**src/hw/rtl/utf8dn_pkg.sv**
```systemverilog
`default_nettype none

package utf8dn_pkg;

  // Default depth of the command queue between front and back
  localparam int unsigned QUEUE_DEPTH = 2;

  localparam logic [15:0] REPLACEMENT  = 16'hFFFD;
  localparam logic [15:0] KANA_OFFSET  = 16'h0060;
  localparam logic [15:0] HIRA_LO      = 16'h3041;
  localparam logic [15:0] HIRA_HI      = 16'h3096;
  localparam logic [15:0] HIRA_ITER_LO = 16'h309D;
  localparam logic [15:0] HIRA_ITER_HI = 16'h309F;

  localparam logic [15:0] IDEO_SPACE   = 16'h3000;
  localparam logic [15:0] IDEO_COMMA   = 16'h3001;
  localparam logic [15:0] IDEO_STOP    = 16'h3002;
  localparam logic [15:0] FW_COMMA     = 16'hFF0C;
  localparam logic [15:0] FW_SEMICOLON = 16'hFF1B;
  localparam logic [15:0] FW_COLON     = 16'hFF1A;
  localparam logic [15:0] FW_EXCLAM    = 16'hFF01;
  localparam logic [15:0] FW_QUESTION  = 16'hFF1F;
  localparam logic [15:0] FW_LPAREN    = 16'hFF08;
  localparam logic [15:0] FW_RPAREN    = 16'hFF09;

  // One classified input byte: pre FFFDs, an optional middle unit, post FFFDs.
  // A command with no unit at all and fin set stands for a bare end marker.
  typedef struct packed {
    logic [1:0]  pre_cnt;
    logic        mid_valid;
    logic [15:0] mid_unit;
    logic [1:0]  post_cnt;
    logic        fin;
  } cmd_t;

  // Queue status seen by the front and the back
  typedef struct packed {
    logic full;
    logic empty;
  } q_status_t;

  // Punctuation folding, then hiragana to katakana
  function automatic logic [15:0] normalize(input logic [15:0] cp);
    logic [15:0] v;
    case (cp)
      IDEO_SPACE:   v = 16'h0020;
      IDEO_COMMA:   v = 16'h002C;
      IDEO_STOP:    v = 16'h002E;
      FW_COMMA:     v = 16'h002C;
      FW_SEMICOLON: v = 16'h003B;
      FW_COLON:     v = 16'h003A;
      FW_EXCLAM:    v = 16'h0021;
      FW_QUESTION:  v = 16'h003F;
      FW_LPAREN:    v = 16'h0028;
      FW_RPAREN:    v = 16'h0029;
      default:      v = cp;
    endcase
    if ((v >= HIRA_LO && v <= HIRA_HI) || (v >= HIRA_ITER_LO && v <= HIRA_ITER_HI)) begin
      v = v + KANA_OFFSET;
    end
    return v;
  endfunction

endpackage

`default_nettype wire

```
**src/hw/rtl/utf8_decode_normalize.sv**
```systemverilog
`default_nettype none

// Channel   Dir  tdata                tuser         tlast
// s_axis    in   [7:0] text_byte      -             final_byte
// m_axis    out  [15:0] code_unit     unit_present  text_end
//
// The front decodes one byte per cycle while the queue is not full and writes one
// command per byte that yields items; the back turns each command into 1 to 4
// items, one per cycle while the output is ready, so sustained rate is one byte
// per cycle while each byte yields at most one item; more per byte hold the back.
// s_axis_tready drops only while the command queue is full.
// Reset clears the sequence state, the queue and the output valid.
module utf8_decode_normalize #(
  parameter int unsigned QueueDepth = utf8dn_pkg::QUEUE_DEPTH
) (
  input  wire logic        clk_i,
  input  wire logic        rst_ni,
  input  wire logic        s_axis_tvalid,
  output logic             s_axis_tready,
  input  wire logic [7:0]  s_axis_tdata,   // [7:0] text_byte
  input  wire logic        s_axis_tlast,   // final_byte
  output logic             m_axis_tvalid,
  input  wire logic        m_axis_tready,
  output logic [15:0]      m_axis_tdata,   // [15:0] code_unit
  output logic             m_axis_tuser,   // unit_present
  output logic             m_axis_tlast    // text_end
);
  import utf8dn_pkg::*;

  cmd_t      push_cmd;
  cmd_t      head_cmd;
  logic      push;
  logic      pop;
  q_status_t q_status;

  utf8dn_front u_front (
    .clk_i         (clk_i),
    .rst_ni        (rst_ni),
    .s_axis_tvalid (s_axis_tvalid),
    .s_axis_tready (s_axis_tready),
    .s_axis_tdata  (s_axis_tdata),
    .s_axis_tlast  (s_axis_tlast),
    .q_status_i    (q_status),
    .push_o        (push),
    .cmd_o         (push_cmd)
  );

  utf8dn_queue #(
    .Depth (QueueDepth)
  ) u_queue (
    .clk_i    (clk_i),
    .rst_ni   (rst_ni),
    .push_i   (push),
    .cmd_i    (push_cmd),
    .pop_i    (pop),
    .head_o   (head_cmd),
    .status_o (q_status)
  );

  utf8dn_back u_back (
    .clk_i         (clk_i),
    .rst_ni        (rst_ni),
    .head_i        (head_cmd),
    .q_status_i    (q_status),
    .pop_o         (pop),
    .m_axis_tvalid (m_axis_tvalid),
    .m_axis_tready (m_axis_tready),
    .m_axis_tdata  (m_axis_tdata),
    .m_axis_tuser  (m_axis_tuser),
    .m_axis_tlast  (m_axis_tlast)
  );

endmodule

`default_nettype wire

```
**src/hw/rtl/utf8dn_front.sv**
```systemverilog
`default_nettype none

module utf8dn_front (
  input  wire logic                 clk_i,
  input  wire logic                 rst_ni,
  input  wire logic                 s_axis_tvalid,
  output logic                      s_axis_tready,
  input  wire logic [7:0]           s_axis_tdata,   // [7:0] text_byte
  input  wire logic                 s_axis_tlast,   // final_byte
  input  wire utf8dn_pkg::q_status_t q_status_i,
  output logic                      push_o,
  output utf8dn_pkg::cmd_t          cmd_o
);
  import utf8dn_pkg::*;

  logic [20:0] partial_q, partial_d;
  logic [1:0]  held_q, held_d;
  logic [1:0]  needed_q, needed_d;

  logic        accept;
  logic        is_cont;
  logic [20:0] shifted;
  logic [20:0] value;
  logic        value_valid;
  cmd_t        cmd;

  assign s_axis_tready = !q_status_i.full;
  assign accept        = s_axis_tvalid && s_axis_tready;

  // Classify the byte and work out the next sequence state
  always_comb begin
    is_cont     = (s_axis_tdata[7:6] == 2'b10);
    shifted     = {partial_q[14:0], s_axis_tdata[5:0]};
    value       = '0;
    value_valid = 1'b0;
    cmd         = '0;
    partial_d   = '0;
    held_d      = '0;
    needed_d    = '0;

    if (held_q != 2'd0 && is_cont) begin
      if (needed_q <= 2'd1) begin
        value       = shifted;
        value_valid = 1'b1;
      end else begin
        partial_d = shifted;
        held_d    = held_q + 2'd1;
        needed_d  = needed_q - 2'd1;
      end
    end else begin
      // broken sequence: one FFFD per held byte, then decode this byte afresh
      cmd.pre_cnt = held_q;
      if (!s_axis_tdata[7]) begin
        value       = {13'd0, s_axis_tdata};
        value_valid = 1'b1;
      end else if (s_axis_tdata[7:5] == 3'b110) begin
        partial_d = {16'd0, s_axis_tdata[4:0]};
        held_d    = 2'd1;
        needed_d  = 2'd1;
      end else if (s_axis_tdata[7:4] == 4'b1110) begin
        partial_d = {17'd0, s_axis_tdata[3:0]};
        held_d    = 2'd1;
        needed_d  = 2'd2;
      end else if (s_axis_tdata[7:3] == 5'b11110) begin
        partial_d = {18'd0, s_axis_tdata[2:0]};
        held_d    = 2'd1;
        needed_d  = 2'd3;
      end else begin
        // stray continuation or F8-FF
        cmd.mid_valid = 1'b1;
        cmd.mid_unit  = REPLACEMENT;
      end
    end

    // values above FFFF are dropped
    if (value_valid && value[20:16] == 5'd0) begin
      cmd.mid_valid = 1'b1;
      cmd.mid_unit  = normalize(value[15:0]);
    end

    // end of text flushes whatever is still held
    if (s_axis_tlast) begin
      cmd.post_cnt = held_d;
      cmd.fin      = 1'b1;
      partial_d    = '0;
      held_d       = '0;
      needed_d     = '0;
    end
  end

  assign cmd_o  = cmd;
  assign push_o = accept && (cmd.fin || cmd.mid_valid || cmd.pre_cnt != 2'd0);

  // Sequence state
  always_ff @(posedge clk_i or negedge rst_ni) begin
    if (!rst_ni) begin
      partial_q <= '0;
      held_q    <= '0;
      needed_q  <= '0;
    end else if (accept) begin
      partial_q <= partial_d;
      held_q    <= held_d;
      needed_q  <= needed_d;
    end
  end

endmodule

`default_nettype wire

```
**src/hw/rtl/utf8dn_queue.sv**
```systemverilog
`default_nettype none

module utf8dn_queue #(
  parameter int unsigned Depth = utf8dn_pkg::QUEUE_DEPTH
) (
  input  wire logic                  clk_i,
  input  wire logic                  rst_ni,
  input  wire logic                  push_i,
  input  wire utf8dn_pkg::cmd_t      cmd_i,
  input  wire logic                  pop_i,
  output utf8dn_pkg::cmd_t           head_o,
  output utf8dn_pkg::q_status_t      status_o
);
  import utf8dn_pkg::*;

  localparam int unsigned PtrW = (Depth > 1) ? $clog2(Depth) : 1;
  localparam int unsigned CntW = $clog2(Depth + 1);
  localparam logic [PtrW-1:0] LastPtr = PtrW'(Depth - 1);
  localparam logic [CntW-1:0] FullCnt = CntW'(Depth);

  cmd_t            mem_q [Depth];
  logic [PtrW-1:0] wr_ptr_q, rd_ptr_q;
  logic [CntW-1:0] count_q;
  logic            do_push, do_pop;

  assign status_o.full  = (count_q == FullCnt);
  assign status_o.empty = (count_q == '0);
  assign do_push        = push_i && !status_o.full;
  assign do_pop         = pop_i && !status_o.empty;
  assign head_o         = mem_q[rd_ptr_q];

  // Pointers and fill count
  always_ff @(posedge clk_i or negedge rst_ni) begin
    if (!rst_ni) begin
      wr_ptr_q <= '0;
      rd_ptr_q <= '0;
      count_q  <= '0;
    end else begin
      if (do_push) begin
        wr_ptr_q <= (wr_ptr_q == LastPtr) ? '0 : wr_ptr_q + 1'b1;
      end
      if (do_pop) begin
        rd_ptr_q <= (rd_ptr_q == LastPtr) ? '0 : rd_ptr_q + 1'b1;
      end
      if (do_push && !do_pop) begin
        count_q <= count_q + 1'b1;
      end else if (do_pop && !do_push) begin
        count_q <= count_q - 1'b1;
      end
    end
  end

  // Command storage
  always_ff @(posedge clk_i) begin
    if (do_push) begin
      mem_q[wr_ptr_q] <= cmd_i;
    end
  end

endmodule

`default_nettype wire

```
**src/hw/rtl/utf8dn_back.sv**
```systemverilog
`default_nettype none

module utf8dn_back (
  input  wire logic                  clk_i,
  input  wire logic                  rst_ni,
  input  wire utf8dn_pkg::cmd_t      head_i,
  input  wire utf8dn_pkg::q_status_t q_status_i,
  output logic                       pop_o,
  output logic                       m_axis_tvalid,
  input  wire logic                  m_axis_tready,
  output logic [15:0]                m_axis_tdata,  // [15:0] code_unit
  output logic                       m_axis_tuser,  // unit_present
  output logic                       m_axis_tlast   // text_end
);
  import utf8dn_pkg::*;

  logic [1:0]  k_q;
  logic        valid_q;
  logic [15:0] unit_q;
  logic        present_q;
  logic        end_q;

  logic [2:0]  total;
  logic        marker;
  logic        last;
  logic        load;
  logic [15:0] unit;

  // Expand the head command, one item per cycle while the output is ready
  always_comb begin
    total  = {1'b0, head_i.pre_cnt} + {2'b0, head_i.mid_valid} + {1'b0, head_i.post_cnt};
    marker = (total == 3'd0);
    last   = marker || ({1'b0, k_q} == total - 3'd1);
    if (marker) begin
      unit = '0;
    end else if (head_i.mid_valid && k_q == head_i.pre_cnt) begin
      unit = head_i.mid_unit;
    end else begin
      unit = REPLACEMENT;
    end
  end

  assign load  = !q_status_i.empty && (!valid_q || m_axis_tready);
  assign pop_o = load && last;

  // Output register control and item index
  always_ff @(posedge clk_i or negedge rst_ni) begin
    if (!rst_ni) begin
      valid_q <= 1'b0;
      k_q     <= '0;
    end else if (load) begin
      valid_q <= 1'b1;
      k_q     <= last ? 2'd0 : k_q + 2'd1;
    end else if (m_axis_tready) begin
      valid_q <= 1'b0;
    end
  end

  // Output payload
  always_ff @(posedge clk_i) begin
    if (load) begin
      unit_q    <= unit;
      present_q <= !marker;
      end_q     <= head_i.fin && last;
    end
  end

  assign m_axis_tvalid = valid_q;
  assign m_axis_tdata  = unit_q;
  assign m_axis_tuser  = present_q;
  assign m_axis_tlast  = end_q;

endmodule

`default_nettype wire
```
**config.mk**
```make
export PLATFORM = sky130hd
export DESIGN_NAME = utf8_decode_normalize
export DESIGN_NICKNAME = d
export VERILOG_FILES = /design/src/hw/rtl/utf8dn_pkg.sv /design/src/hw/rtl/utf8_decode_normalize.sv /design/src/hw/rtl/utf8dn_front.sv /design/src/hw/rtl/utf8dn_queue.sv /design/src/hw/rtl/utf8dn_back.sv
export SDC_FILE = /design/constraint.sdc
export NUM_CORES = 1
export LEC_CHECK = 0
export BUFFER_PORTS_ARGS = -buffer_cell sky130_fd_sc_hd__buf_4
export CAP_MARGIN = 20
export CORE_ASPECT_RATIO = 1.75
export CORE_MARGIN = 2
export CORE_UTILIZATION = 64
export DETAILED_ROUTE_END_ITERATION = 8
export GPL_TIMING_DRIVEN = 1
export HOLD_SLACK_MARGIN = 0.06
export PLACE_DENSITY = 0.86
export SLEW_MARGIN = 20
export SYNTH_ARGS = -nofsm -noshare
export SYNTH_HDL_FRONTEND = slang
export SYNTH_SLANG_ARGS = --single-unit
```
**constraint.sdc**
```tcl
create_clock -name clk_i -period 7.9 [get_ports clk_i]
set_input_delay 0.395 -clock clk_i [delete_from_list [all_inputs] [get_ports clk_i]]
set_output_delay 0.395 -clock clk_i [all_outputs]
set_load 0.01 [all_outputs]
```
Word level (Yosys, flattened, before mapping)

Memory sizes are Yosys's and may differ from the RTL's.
Index checks and enable logic that the tools add are counted.

Flip-flop bits (word level): 44
Bits in writable memories: 44
Input bits: 13
Output and inout bits: 20
Logic and storage cells: 128
Memories kept: 1

Add/subtract/negate cells: 11
Order comparisons: 5
Eq/ne operators: 17
Multiplexer cells: 47
Bitwise gates (word level): 1
Reductions and logical operators: 34

Memories:

| name          | words | width | rd ports | clocked after memory_dff | wr ports | line               | RTL |
|---|---|---|---|---|---|---|---|
| u_queue.mem_q | 2     | 22    | 1        | 0                        | 1        | utf8dn_queue.sv:21 | `cmd_t mem_q [Depth];` |

Operators with widths:

| operator                                                          | count |
|---|---|
| case mux 16 bit (9 select lines)                                  | 1 |
| equality test 16 bit (second input constant)                      | 7 |
| two-way mux 17 bit                                                | 5 |
| two-way mux 15 bit                                                | 5 |
| equality test 16 x 14 -> 1 bit (second input constant)            | 3 |
| two-way mux 16 bit                                                | 3 |
| two-way mux 21 bit                                                | 2 |
| >= comparator 16 x 14 -> 1 bit (second input constant)            | 2 |
| less-or-equal comparator 16 x 14 -> 1 bit (second input constant) | 2 |
| two-way mux 2 bit                                                 | 16 |
| two-way mux 19 bit                                                | 1 |
| adder 16 x 7 -> 16 bit (second input constant)                    | 1 |
| logical AND 1 bit                                                 | 14 |
| two-way mux 1 bit                                                 | 10 |
| nonzero test 2 bit                                                | 4 |
| two-way mux 7 bit                                                 | 1 |
| adder 2 x 1 -> 2 bit (second input constant)                      | 3 |
| zero test 1 bit                                                   | 6 |
| two-way mux 3 bit                                                 | 2 |
| equality test 5 bit (second input constant)                       | 1 |
| zero test 5 bit                                                   | 1 |
| logical OR 1 bit                                                  | 5 |
| equality test 2 bit (second input constant)                       | 2 |
| equality test 4 bit (second input constant)                       | 1 |
| 14 further kinds                                                  | 17 |

Longest topological paths before layout

Gate-level depths: netlist of the first run.

Depth in word-level cells: 20
Gate-level depth with buffers: 16
Mapped depth without buffers: 14

By module

A second synthesis of the first run with hierarchy kept.

Cells, all modules: 374
Area, all modules: 4,559.4 sq um

By module, submodules not included:

| module       | instances | cells each | area each (sq um) | sequential area each (sq um) |
|---|---|---|---|---|
| utf8dn_queue | 1         | 87         | 1,788.0           | 1,421.4 |
| utf8dn_front | 1         | 199        | 1,706.6           | 475.5 |
| utf8dn_back  | 1         | 88         | 1,064.8           | 615.6 |

Worst setup path before layout of the first run

OpenSTA, ideal clock, no wires.

Path kind: register to register
From: register u_queue.rd_ptr_q
To: register u_queue.count_q[1]
Setup time: 0.125 ns
Arrival time: 3.636 ns
Data required time: 7.775 ns
Path slack: 4.139 ns
Stages on the path, launching flop included: 17
Path buffers: 3
Clock period less this slack: 3.761 ns
Path through: dfrtp_1 > clkbuf_1 > buf_1 > mux2_2 > fa_1 > fa_1 > inv_1 > ha_1 > ha_1 > clkbuf_1 > a31oi_1 > inv_1 > nand2_1 > ha_1 > xor2_1 > nor2_1 > xor2_1

Word-level cells in the longest chain between the ends: 11
Elaborated cells between the ends (all ways): 14
Classes of those cells: add/sub: 3; eq/ne: 1; mux: 1; reduce/logical: 8; memory: 1

Ends and longest elaborated chain:

| item                                                           | line               | RTL |
|---|---|---|
| from (decl)                                                    | utf8dn_queue.sv:22 | `logic [PtrW-1:0] wr_ptr_q, rd_ptr_q;` |
| from (signal assigned)                                         | utf8dn_queue.sv:43 | `rd_ptr_q <= (rd_ptr_q == LastPtr) ? '0 : rd_ptr_q + 1'b1;` |
| memory (2 x 22 bit) (*)                                        | --                 |  |
| adder 2 x 1 -> 3 bit                                           | utf8dn_back.sv:31  | `total = {1'b0, head_i.pre_cnt} + {2'b0, head_i.mid_valid} + {1'b0, head_i.post_cnt};` |
| adder 3 x 2 -> 3 bit (*)                                       | utf8dn_back.sv:31  |  |
| subtractor 3 x 1 -> 3 bit                                      | utf8dn_back.sv:33  | `last = marker \|\| ({1'b0, k_q} == total - 3'd1);` |
| equality test 2 x 3 -> 1 bit                                   | utf8dn_back.sv:33  |  |
| logical OR 1 bit (*)                                           | utf8dn_back.sv:33  |  |
| logical AND 1 bit (*)                                          | utf8dn_back.sv:44  | `assign pop_o = load && last;` |
| logical AND 1 bit (*)                                          | utf8dn_queue.sv:29 | `assign do_pop = pop_i && !status_o.empty;` |
| zero test 1 bit                                                | utf8dn_queue.sv:45 | `if (do_push && !do_pop) begin` |
| logical AND 1 bit                                              | utf8dn_queue.sv:45 |  |
| two-way mux 2 bit / nonzero test 2 bit (equally long branches) | --                 |  |
| to (signal assigned)                                           | utf8dn_queue.sv:46 | `count_q <= count_q + 1'b1;` |
| to (signal assigned)                                           | utf8dn_queue.sv:48 | `count_q <= count_q - 1'b1;` |
| to (decl)                                                      | utf8dn_queue.sv:23 | `logic [CntW-1:0] count_q;` |

Mark *: on every way between the ends. The rest lies on a longest branch, timed or not.
A chain may end at the register's enable or synchronous reset.

Worst setup path after layout of the first run

Ends and elaborated chain as after synthesis.

==> results by group, run 1 <==
Worst setup path
  – CP Launch Type: flop
  – Worst reg2reg path depth: 14
  – Worst Setup SP: u_queue.rd_ptr_q$_DFFE_PN0P_
  – Worst EP required: roughly 8100 ps
  – FF-to-FF End: u_queue.count_q[1]$_DFFE_PN0P_
  – Critical path fanouts, max: 17
  – R2r startpoint: u_queue.rd_ptr_q$_DFFE_PN0P_
  – Worst setup EP type: flop
  – R2R setup slack: 4000 ps
  – Arrival time worst endpoint: roughly 4100 ps
  – Kind of critical path: reg2reg
  – CP Capture Point: u_queue.count_q[1]$_DFFE_PN0P_

Clocking
  – H-tree depth: 3
  – Number of gates resized after CTS: 0
  – Clock Tree Buf Depth: 2
  – Clock Sink Count: slightly below 90
  – Worst skew pair latency: roughly 330 ps
  – Cts bufs inserted: 9
  – Post CTS Setup Buffer Count: 0
  – Root buffer cell: clkbuf_16
  – CTS tree: yes
  – Clock transition at path regs: roughly 60 ps

Yosys
  – Top FF cell, synth: edfxtp_1
  – Synth Area per Inst: roughly 12 sq um
  – EDFF count, synth: between 60 and 70
  – Top-count cell post-synth: edfxtp_1
  – Post-Syn Area: between 0.004 and 0.005 sq mm
  – Syn Inst Count: 360
  – Post-Syn Nets: 380
  – Most instantiated cells after synthesis: 62 x edfxtp_1, 44 x nand2_1, 26 x dfrtp_1
  – Seq/Total Area, Yosys: 0.5873
  – Yosys top cell by area: edfxtp_1
  – Synth Register Bits: slightly below 90
  – Asr flop ratio synth: 0.2955
  – YS warnings: 0
  – Synth top area share: 0.4352
  – Synth area leaders: edfxtp_1 44%, dfrtp_1 15%, mux2i_1 4.0%
  – Library cells used by synthesis: 57

Global routing
  – First-pass GRT wire length: 14620 microns
  – Met3 Use GR: 0.05010
  – Vias in the first global route: ~3100
  – Largest net degree at the start of global routing: 27
  – Gr busiest metal: met2
  – Global route total overflow: 0
  – Total GRT Usage: 0.2660
  – GR Layer Usage met1: 0.2930
  – Met2 usage: 0.4653
  – Initial antenna violation count: 0

STA
  – Setup TNS: 0 ps
  – Fin crit share: 0.4941
  – Fin. max-slew vios: 0
  – Setup WS post-layout: approximately 4000 ps
  – Unrepaired setup endpoints after global routing: no
  – WHS: around 260 ps
  – Slew HR: 0.2571
  – Setup Skew: 6.428 ps
  – Period minus WS final: roughly 3900 ps
  – Setup Viol. Count Final: 0
  – F_max: about 260 MHz
  – Least-Margin Pin Slew: about 1100 ps
  – Final hold violations: 0

Floorplan
  – # IOs: 33
  – Starting density of the core: 0.6591
  – Die width: around 66 microns
  – # rows: 39
  – Die area: between 0.007 and 0.008 sq mm
  – Die Ht: 112.2 microns
  – Core footprint: ~0.0065 sq mm

Drt
  – Vias per std cell: around 6.3
  – Drt pass-1 iters: 5
  – Wirelength per Cell: about 19 microns
  – Initial DRC Count: between 300 and 400
  – Vias: a little over 3000
  – DRC: 0
  – Final ANT Viol Nets: 0
  – Final wirelength: about 9000 microns

Power
  – Pleak: a little under 2 nW
  – Pwr dens: about 360 mW/mm^2
  – Peak supply drop: around 0.2 mV
  – Pwr Total: approximately 0.0017 W

Placed design
  – Routability cong.: 0.9036
  – Post-DP HPWL: between 6000 and 7000 microns
  – Place WS: between 3000 and 4000 ps
  – PortBufs: 32

Final layout
  – Share of cells above drive strength 1: 0.1641
  – Diode count: 0
  – Filler cell count in the final layout: 421
  – Net count, final: approximately 410
  – Layout area overhead: 14.80%

Worst hold path
  – Worst min-delay path class: in2reg

Outcome
  – Status: complete, no violations

Job
  – Max-Cap Viols: 0
-- state kept, by name (all words and copies together) (netlist names), 2 cells and up --
signal               flops
u_queue.count_q          2
u_front.partial_q       15
u_back.m_axis_tdata     16
u_back.k_q               2
u_front.held_q           2
u_queue.mem_q           44
u_front.needed_q         2
-- critical path, cell delays in order, from the launching register on --
cell and delay, ps:
dfrtp_1 620, mux2i_1 330, inv_1 100, fa_1 450
fa_1 510, inv_1 50, ha_1 170, ha_1 400
a31oi_1 400, inv_1 110, nand2_1 120, ha_1 180
xor2_1 160, nor2_1 60, xor2_1 140
-- cell type report --
class | count | area (sq um) | area share
clock buffers | 12 | 236.5 | 0.04815
clock inverters | 4 | 68.82 | 0.01401
inverters | 15 | 56.30 | 0.01146
multi-input cells | 240 | 1647 | 0.3353
flip-flops and latches | 88 | 2512 | 0.5116
well taps | 82 | 102.6 | 0.02089
repair buffers | 37 | 287.8 | 0.05860
-- timing repair --
action	in CTS	in global routing
endpoints found under the hold margin	26	0
hold buffers	1	0
endpoints found under the setup margin	0	0
-- metrics by stage --
stage,utilization,std cells,area [sq um]
6_report,0.7567,478,4911
3_3_place_gp,0.7050,460,4576
5_1_grt,0.7567,478,4911
3_5_place_dp,0.7050,460,4576
4_1_cts,0.7536,477,4891
2_1_floorplan,-,360,4278
-- cell usage in the layout (no fill, tap or decap), types with 3 or more instances in the layout --
cell type / n
a211oi_1: 8
a22o_1: 16
a21oi_1: 21
inv_1: 15
clkbuf_1: 3
buf_4: 35
nor2_1: 15
mux2i_1: 17
clkbuf_16: 9
or3_1: 4
xor2_1: 7
nand4_1: 3
o21ai_0: 13
xnor2_1: 3
nor3_1: 10
dfrtp_1: 26
ha_1: 5
nand2_1: 44
nand3_1: 6
and2_1: 10
nor2b_1: 3
mux2_2: 5
nor4_1: 3
edfxtp_1: 62
-- power by group --
group | total [W] | switching (W) | internal, W | leakage (nW)
combinational | 0.000584 | 0.000342 | 0.000241 | 0.863
clock | 0.000432 | 0.000156 | 0.000275 | 0.148
sequential | 0.000729 | 0.0000598 | 0.000669 | 0.914
total | 0.00174 | 0.000558 | 0.00119 | 1.93
-- how the worst min path moves through the flow --
stage | start | slack (ps) | endpoint | depth (start not counted)
2_1_floorplan | rst_ni | 100 | u_back.k_q[0]$_DFFE_PN0P_ | 0
3_3_place_gp | rst_ni | 320 | u_front.needed_q[0]$_DFFE_PN0P_ | 1
3_5_place_dp | rst_ni | 320 | u_front.held_q[0]$_DFFE_PN0P_ | 1
4_1_cts | m_axis_tready | 250 | u_back.m_axis_tvalid$_DFFE_PN0P_ | 2
5_1_grt | m_axis_tready | 260 | u_back.m_axis_tvalid$_DFFE_PN0P_ | 2
6_report | m_axis_tready | 260 | u_back.m_axis_tvalid$_DFFE_PN0P_ | 2
-- logic make-up (layout without fill, tap and decap cells) --
logic type,Yosys count,in the layout,synth area share
AO/OA/AOI/OAI,87,87,0.1495
buffers and inverters,32,68,0.02983
flip-flops,88,88,0.5873
multiplexers,22,22,0.05294
adder cells (fa/ha/maj),7,7,0.02398
XOR/XNOR,10,10,0.02048
AND/OR/NAND/NOR,114,114,0.1360
-- layer usage --
metal / routed length (microns) / share of wire
met3: 384 / 0.042
met4: 358 / 0.040
met1: 3335 / 0.37
met2: 4957 / 0.55
met5: 0 / 0
(Power assumes the default switching activity.)
==> run 2: changes to the inputs <==
Settings changed: ABC_AREA set to 1, CORE_UTILIZATION 64 to 61, PLACE_DENSITY 0.86 to 0.82.
Clock period 7.9 ns to 4.1 ns, I/O delays scaled along.
==> run 2 against run 1 <==
Net effect: setup slack got worse by 3700 ps; synthesized cell count up 61%; first-iteration DRC count decreased by 24%; wire length grew 20%; global-route usage fell by 0.22 points; clock skew increased by 0.81 ps; die area up 21%; clock power up 96%; design area is 15% higher; combinational power up 140%; critical path depth increased by 4; register-to-register slack got worse by 3700 ps; largest cell class unchanged.
==> results by group, run 2 <==
Placed design
  – Place WS: 276.3 ps (-3227 ps)
  – Routability cong.: 0.9100 (+0.71%)
  – Post-DP HPWL: 8261 microns (+30%)
  – PortBufs: 32 (unchanged)

Yosys
  – Asr flop ratio synth: 0.2955 (unchanged)
  – Syn Inst Count: 579 (+61%)
  – Post-Syn Nets: 599 (+58%)
  – Library cells used by synthesis: 45 (-21%)
  – Synth Area per Inst: 8.631 sq um (-27%)
  – Synth area leaders: edfxtp_1 37%, dfrtp_1 13%, nor2_1 8.0%
  – Yosys top cell by area: edfxtp_1
  – EDFF count, synth: 62 (unchanged)
  – Post-Syn Area: 0.004997 sq mm (+17%)
  – Seq/Total Area, Yosys: 0.5028 (-0.08455)
  – Synth Register Bits: 88 (unchanged)
  – Top FF cell, synth: edfxtp_1
  – YS warnings: 0 (unchanged)
  – Top-count cell post-synth: nor2_1
  – Most instantiated cells after synthesis: 107 x nor2_1, 106 x nand2_1, 77 x inv_1
  – Synth top area share: 0.3726 (-0.06266)

Drt
  – Vias: 4077 (+35%)
  – Wirelength per Cell: 15.25 microns (-19%)
  – Initial DRC Count: 231 (-24%)
  – DRC: 0 (unchanged)
  – Drt pass-1 iters: 5 (unchanged)
  – Final ANT Viol Nets: 0 (unchanged)
  – Vias per std cell: 5.718 (-9.7%)
  – Final wirelength: 10870 microns (+20%)

Worst setup path
  – WP buf/inv: 4 (+1)
  – Critical path fanouts, max: 8 (-9)
  – Worst path top cell family by delay: adder cells
  – Worst Setup SP: u_queue.rd_ptr_q$_DFFE_PN0P_
  – Arrival time worst endpoint: 4020 ps (-100 ps)
  – Levels on crit path: 18 (+4)
  – Worst EP required: 4320 ps (-3800 ps)
  – Cell Chain, Critical Path: inv_1, or2_2, o21ai_0, inv_1, fa_1, fa_1, inv_1, ha_1, or2_2, o21ai_0, a21oi_1, a31oi_1, nor2_2, inv_1, ha_1, a21oi_1, o21ai_0, xor2_1
  – Most frequent CP cell: inv_1
  – CP max stage delay: 500 ps (-120 ps)
  – CP Launch Type: flop
  – Worst setup EP type: flop
  – Kind of critical path: reg2reg
  – Worst reg2reg path depth: 18 (+4)
  – Slowest-stage cell, CP: fa_1
  – R2r startpoint: u_queue.rd_ptr_q$_DFFE_PN0P_

Power
  – Switch Pwr: 0.001282 W (+130%)
  – Sequential group share of total power: 0.386 (-0.032)
  – Peak supply drop: 0.3351 mV (+67%)
  – P_int: 0.002351 W (+98%)
  – Pwr Total: 0.003633 W (+110%)
  – Pleak: 2.456 nW (+28%)
  – Pwr dens: 640.6 mW/mm^2 (+80%)
  – Switching share of power: 0.3529 (+0.03270)
  – Gate power share: 0.380 (+0.045)
  – Clk network pwr share: 0.234 (-0.014)

Floorplan
  – # IOs: 33 (unchanged)
  – Die Ht: 123.7 microns (+10%)
  – Die width: 72.42 microns (+10%)
  – # rows: 43 (+10%)
  – Core footprint: 0.007963 sq mm (+23%)
  – Die area: 0.008961 sq mm (+21%)
  – Starting density of the core: 0.6276 (-0.03156)

Final layout
  – Net count, final: 638 (+55%)
  – FF/Latch Area: 0.002514 sq mm (about the same)
  – Max FFs per register: 44 (unchanged)
  – Filler cell count in the final layout: 584 (+39%)
  – Share of cells above drive strength 1: 0.1830 (+0.01884)
  – Layout area overhead: 13.47%
  – Diode count: 0 (unchanged)
  – Area of the multi-input gates: 0.002072 sq mm (+26%)
  – Top reg by flops: u_queue.mem_q
  – Most frequent cells in the layout: 106 x nand2_1, 106 x nor2_1, 77 x inv_1

Worst hold path
  – Hold Crit Start: s_axis_tlast
  – Worst min-delay path class: in2reg
  – Hold depth: 1 (-1)

Clocking
  – H-tree depth: 3 (unchanged)
  – Clock Sink Count: 88 (unchanged)
  – CTS tree: yes
  – Cts bufs inserted: 9 (unchanged)
  – Post CTS Setup Buffer Count: 0 (unchanged)
  – Clock Tree Buf Depth: 2 (unchanged)
  – Clock transition at path regs: 60 ps (about the same)
  – Root buffer cell: clkbuf_16
  – Worst skew pair latency: 340 ps (about the same)

STA
  – Unrepaired setup endpoints after global routing: no
  – Setup WS post-layout: 295.4 ps (-3701 ps)
  – Setup Skew: 7.235 ps (+0.8068 ps)
  – Period minus WS final: 3805 ps (-98.96 ps)
  – Setup Viol. Count Final: 0 (unchanged)
  – Least-Margin Pin Slew: 479.0 ps (-635.4 ps)
  – Fin. max-slew vios: 0 (unchanged)
  – Fin crit share: 0.9280 (+0.4338)
  – Slew HR: 0.6797 (+0.4226)
  – Final hold violations: 0 (unchanged)
  – WHS: 71.51 ps (-189.5 ps)
  – F_max: 262.8 MHz (+2.6%)
  – Setup TNS: 0 ps (unchanged)

Outcome
  – Status: complete, no violations

Global routing
  – Largest net degree at the start of global routing: 27 (unchanged)
  – First-pass GRT wire length: 18100 microns (+24%)
  – Global route total overflow: 0 (unchanged)
  – Initial antenna violation count: 0 (unchanged)
  – Total GRT Usage: 0.2639 (-0.002152)
  – Vias in the first global route: 4076 (+33%)

Job
  – Max-Cap Viols: 0 (unchanged)
-- run 2: cell types whose count changed after synthesis, sizes merged, moves of 5 or more --
| cell | change |
|---|---|
| a211oi | -7 |
| o22ai | +10 |
| nand3 | +41 |
| clkbuf | -7 |
| xor2 | -5 |
| a21oi | -7 |
| nor2 | +104 |
| mux2 | -5 |
| mux2i | -17 |
| nand2 | +74 |
| o21ai | +23 |
| a22o | -16 |
| inv | +71 |
| and2 | -10 |
-- run 2: through the flow --
step / area (sq um) / utilization / std cells
floorplan: 4997 / - / 579
global placement: 5330 / 0.6694 / 695
detailed placement: 5330 / 0.6694 / 695
CTS: 5667 / 0.7117 / 713
global route: 5670 / 0.7121 / 713
finish: 5670 / 0.7121 / 713
-- run 2: final cells by class --
type	count	share of cell area
flip-flops and latches	88	0.4433
multi-input cells	389	0.3654
inverters	88	0.05914
repair buffers	42	0.05649
clock buffers	12	0.04722
well taps	90	0.01986
clock inverters	4	0.008605
-- run 2: final timing paths --
check	to	slack, ps
min reg2reg	u_queue.count_q[0]$_DFFE_PN0P_	470
max	u_queue.count_q[1]$_DFFE_PN0P_	300
min	u_queue.mem_q[1][0]$_DFFE_PP_	70
max in group asynchronous	u_queue.rd_ptr_q$_DFFE_PN0P_	3510
max reg2reg	u_queue.count_q[1]$_DFFE_PN0P_	300
min in group asynchronous	u_front.partial_q[13]$_DFFE_PN0P_	320
-- run 2: cell families after synthesis --
| kind of cell | count (synthesis) | share of synthesized area |
|---|---|---|
| and+or+nand+nor | 303 | 0.2907 |
| buffers and inverters | 102 | 0.08388 |
| DFF | 88 | 0.5028 |
| AOI/OAI and AO/OA | 74 | 0.09339 |
| adders and majority gates | 7 | 0.02053 |
| xor gates and xnor gates | 5 | 0.008765 |
-- run 2: per-layer routing --
| metal | global-route usage | share of wire | vias up |
|---|---|---|---|
| met5 | 0 | 0 | - |
| met4 | 0.1690 | 0.059 | 0 |
| met3 | 0.04531 | 0.031 | 46 |
| met2 | 0.4897 | 0.55 | 115 |
| met1 | 0.2644 | 0.36 | 1933 |
| li1 | - | - | 1983 |
-- run 2: power by group through the flow --
stage / logic (W) / registers, W / clock network (W)
CTS: 0.00138 / 0.00140 / 0.000851
finish: 0.00138 / 0.00140 / 0.000848
global route: 0.00158 / 0.00142 / 0.000886
detailed placement: 0.00136 / 0.00142 / 0
floorplan: 0.000930 / 0.00145 / 0
global placement: 0.00128 / 0.00141 / 0
-- run 2: repair_timing --
action	CTS	global route
setup endpoints to repair	0	1
hold buffers	2	0
endpoints found under the hold margin	27	0
resized for setup	0	2
